## config.mk

```make
export PLATFORM = sky130hd
export DESIGN_NAME = tcsb_ram
export DESIGN_NICKNAME = d
export VERILOG_FILES = /design/src/rtl/tcsb_ram.sv
export SDC_FILE = /design/constraint.sdc
export NUM_CORES = 2
export LEC_CHECK = 0
export BUFFER_PORTS_ARGS = -buffer_cell sky130_fd_sc_hd__clkbuf_2
export CORE_ASPECT_RATIO = 0.75
export CORE_MARGIN = 2
export CORE_UTILIZATION = 45
export DETAILED_ROUTE_END_ITERATION = 16
export PLACE_DENSITY = 0.61
export SYNTH_ARGS = -nofsm -noshare
export SYNTH_HDL_FRONTEND = slang
export SYNTH_SLANG_ARGS = --single-unit
export TNS_END_PERCENT = 100
```

## constraint.sdc

```tcl
create_clock -name clock -period 6.05 [get_ports clock]
set_input_delay 0.9075 -clock clock [delete_from_list [all_inputs] [get_ports clock]]
set_output_delay 0.9075 -clock clock [all_outputs]
set_load 0.01 [all_outputs]
```

## src/rtl/tcsb_ram.sv

```systemverilog
// Generic single-port RAM with registered read data.
`default_nettype none
module tcsb_ram #(
   parameter int WIDTH = 8,
   parameter int DEPTH = 256
) (
   input  wire logic                     clock,
   input  wire logic                     we,
   input  wire logic [$clog2(DEPTH)-1:0] addr,
   input  wire logic [WIDTH-1:0]         wdata,
   output      logic [WIDTH-1:0]         rdata
);
   logic [WIDTH-1:0] mem [DEPTH];

   always_ff @(posedge clock) begin
      if (we) begin
         mem[addr] <= wdata;
      end
      rdata <= mem[addr];
   end
endmodule
`default_nettype wire

```

# After elaboration in Yosys (flattened, before gate mapping)
# Memories as Yosys holds them, arrays and structs flattened. A register that Yosys moved wholly into a read port is not among the register bits.
# Cells that the tools add are included.
[op_classes] add_sub_neg=0 multipliers=0 n_div=0 order_cmp=0 n_eq_ne=0 shift=0 n_mux=2 n_bitwise=0 n_reduce_logical=0
[ops] op="$mux 1" n=2
[word_totals] regBits=0 latch_bits=0 mem_bits_rw=2048 mem_bits_ro=0 in_bits=18 output_inout_bits=8 word_cells=3 n_memories=1
[mem_list] name="mem" depth=256 word_bits=8 rd=1 rd_clocked_by_memory_dff=1 write_ports=1 line_no="13" source="logic [WIDTH-1:0] mem [DEPTH];"

# Depth between registers and ports, before layout
[logic_depth] word_depth=2 ltp_mapped=10 ltp_nobuf=5

# Worst setup path before layout
# OpenSTA, ideal clock, no wires.
[synth_timing] path_type="in2reg" from="input addr[1]" to="memory mem[111][0] (enable)" setup_time_ns=0.370 arrival_time_ns=2.756 t_required_ns=5.680 slack_ns=2.924 path_stages=9 path_buffers=5 path_cell_list="buf_2 > clkbuf_1 > clkbuf_1 > nand2_1 > buf_2 > nor2_1 > nand2_1 > clkbuf_1 > nor2_1"
[synth_lines] element="from (decl)" line_no="9" source="input wire logic [$clog2(DEPTH)-1:0] addr,"
[synth_lines] element="to (decl)" line_no="13"
# Straight into the memory's write port.

==> flow_summary.json <==
{
  "status": "finished clean",
  "rsz0062_at_grt": "false",
  "yosysUniqueCellTypes": 22,
  "period_share_pct": 65.9,
  "power_switching_uw": 6070,
  "finalMaxSlewViolations": 0,
  "clk-insertion-delay-late_ns": 0.82,
  "globalRouteTotalUtil_pct": 21.4,
  "syn_area_um2": 78500,
  "ys_seq_area_share_pct": 78.6,
  "drt_iter0_markers": 4401,
  "yosysWarnings": 0,
  "grt_max_degree": 210,
  "drive_above_1_share_pct": 24.5,
  "arrival_ns": 4.55,
  "syn_avg_cell_area_um2": 22.1,
  "nNetsFinal": 3662,
  "yosysTopAreaCell": "edfxtp_1",
  "dp_cells": 5732,
  "cts_buffer_depth": 3,
  "finalSetupViolCount": 0,
  "crit_fanout": 45,
  "port_buffers": 25,
  "fp.dieW_um": 486,
  "start_kind": "primary input",
  "ir_drop_mv": 0.324,
  "power.density_nw_per_um2": 327,
  "comb_power_share_pct": 4.5,
  "r2r-start": "mem[30][2]",
  "htreeDepth": 4,
  "hold_path_class": "primary input to flop",
  "synth_top_area_share_pct": 78.3,
  "gp_congestion": 0.794,
  "cpPeakStageDelay_ns": 0.98,
  "first_pass_iters": 5,
  "multi_input_area_um2": 15800,
  "wirelength_um": 189000,
  "die_area_um2": 178000,
  "post_dp_cell_area_um2": 81600,
  "initial_utilization_pct": 45.4,
  "overflow": 0,
  "die_y_um": 366,
  "crit_type": "primary input to flop",
  "rows": 132,
  "fillCellCount": 13400,
  "regArea_um2": 61700,
  "critPathRequiredTime_ns": 6.62,
  "area_growth_pct": 11.6,
  "post_cts_buffers": 0,
  "worst_clock_skew_ns": 0.0249,
  "reg2reg_slack_ns": 2.85,
  "netSwitchingFraction_pct": 21.2,
  "cts_resized": 0,
  "max_slew_margin_pct": 1.39,
  "layout_min_cycle_time_ns": 3.99,
  "netlist_instances": 3547,
  "wl_per_cell_um": 31.1,
  "cts.clk_slew.worst_paths_ns": 0.06,
  "cts_sinks": 2056,
  "slowest_stage": "o41ai_1",
  "vias": 37300,
  "p_int_uw": 22600,
  "grt_pass1_wl_um": 272000,
  "holdWs_ns": 0.488,
  "via_per_inst": 6.13,
  "seqPwrFrac_pct": 54.9,
  "hold_violations": 0,
  "worstHoldEndpoint": "mem[195][7]",
  "clockRootBuffer": "clkbuf_16",
  "endpoint_kind": "flop",
  "cts_made_buffers": 188,
  "whs_path_depth": 1,
  "path_cells": "buf_8 -> buf_12 -> mux4_2 -> a22oi_1 -> a21oi_1 -> o41ai_1 -> nand4_1",
  "rr_worst_depth": 5,
  "instances_no_fill": 6086,
  "leakage_uw": 0.0263,
  "ctsHoldBuffers": 0,
  "tightest_slew_ns": 1.48,
  "yosys_register_bits": 2056,
  "fmax_mhz": 251,
  "grt_pass1_vias": 36900,
  "hpwl_um": 109000,
  "clkPwrFrac_pct": 40.6,
  "syn_nets": 3565,
  "tns_ns": 0,
  "hold_path_startpoint": "wdata[7]",
  "cap_viol_max_count": 0,
  "final_antenna_net_count": 0,
  "final_area_um2": 87600,
  "timing.rr.end": "rdata[2]",
  "core_area_um2": 173000,
  "drc_errors": 0,
  "cts_tree": "done",
  "grt_antenna_before_repair": 6,
  "floorplan.io_pins": 26,
  "synth_area_leaders": "edfxtp_1 (78%), mux4_2 (15%), a22oi_1 (2.4%), nor2_1 (1.1%), a21oi_1 (0.82%)"
}
## layout by cell type, fill, tap and decap left out, types with 3 or more instances in the layout
master and instances:
clkbuf_16 190, buf_4 94, o41ai_1 31, buf_8 10
a22oi_1 256, clkinv_8 5, inv_6 6, nand3_1 10
nor3_2 3, buf_12 20, nor2_1 230, edfxtp_1 2048
bufinv_16 14, a21oi_1 128, nand3_2 3, nand2b_1 4
clkbuf_2 15, nand2_1 27, clkinv_2 35, clkbuf_1 43
mux4_2 512, nor3_1 27, dfxtp_1 8, nand4_1 8
clkinvlp_4 6, clkinv_1 46, nor2b_1 4
## cells by family after synthesis
kind of cell | after synthesis | share of synthesized area, %
mux | 512 | 14.7
compound gates | 416 | 3.62
flops | 2056 | 78.6
simple gates | 330 | 1.73
buf+inv | 233 | 1.40
## worst max path at each step
stage | start | endpoint | cells after the start
finish | addr[0] | rdata[2] | 7
CTS | addr[0] | rdata[2] | 7
global route | addr[0] | rdata[2] | 7
global placement | addr[0] | rdata[2] | 7
detailed placement | addr[0] | rdata[2] | 7
floorplan | addr[1] | mem[111][0] | 9
## area by class of cell
type,count,share of cell area (%)
antenna,2,0.00571
clock buffer,234,5.63
clock inverter,118,1.17
inverter,1,0.00428
multi-input combinational,1258,18.0
sequential,2056,70.4
tap,2278,3.25
timing repair buffer,139,1.52
## power groups by stage
stage | combinational, uW | sequential (uW) | clock, uW
floorplan | 698 | 16000 | 0
global placement | 1290 | 16000 | 0
detailed placement | 1310 | 16000 | 0
CTS | 1310 | 15700 | 11800
global route | 1370 | 15700 | 12300
finish | 1290 | 15700 | 11600
## state kept, by name, indices dropped and copies added (netlist names)
register	count
mem	2048
rdata	8
## synth_stat cells
library cell	instances
clkbuf_1	145
buf_1	19
a21oi_1	128
nand2b_1	6
nor3_1	30
o41ai_1	32
buf_6	16
mux4_2	512
or3_1	1
dfxtp_1	8
nor2b_1	7
buf_2	36
inv_1	1
edfxtp_1	2048
nand4_1	8
nand3_1	13
nand2_1	28
buf_4	16
nor2_1	232
or2_2	2
and2_1	3
a22oi_1	256
## worst max-delay path, delay by kind of cell
kind	cells	cell delay, ns
buffers and inverters	2	0.80
and+or+nand+nor	1	0.41
muxes	1	0.55
AOI/OAI and AO/OA	3	1.71
## stage by stage
stage	total power (uW)	utilization, %	setup WS, ns
5_1_grt	29400	50.7	2.01
4_1_cts	28800	50.7	2.07
2_1_floorplan	16700	-	2.92
3_5_place_dp	17300	47.2	1.22
3_3_place_gp	17300	47.2	1.25
6_report	28600	50.7	2.06
## routing by layer
metal / global-route usage [%] / vias to the layer above / wire [um]
met4: 5.03 / 4 / 3470
met3: 4.15 / 221 / 16300
met2: 32.0 / 1608 / 87000
met5: 0 / - / 23
met1: 32.6 / 20200 / 82300
li1: - / 15300 / -
Note: power is estimated with default switching activity, not from simulation.
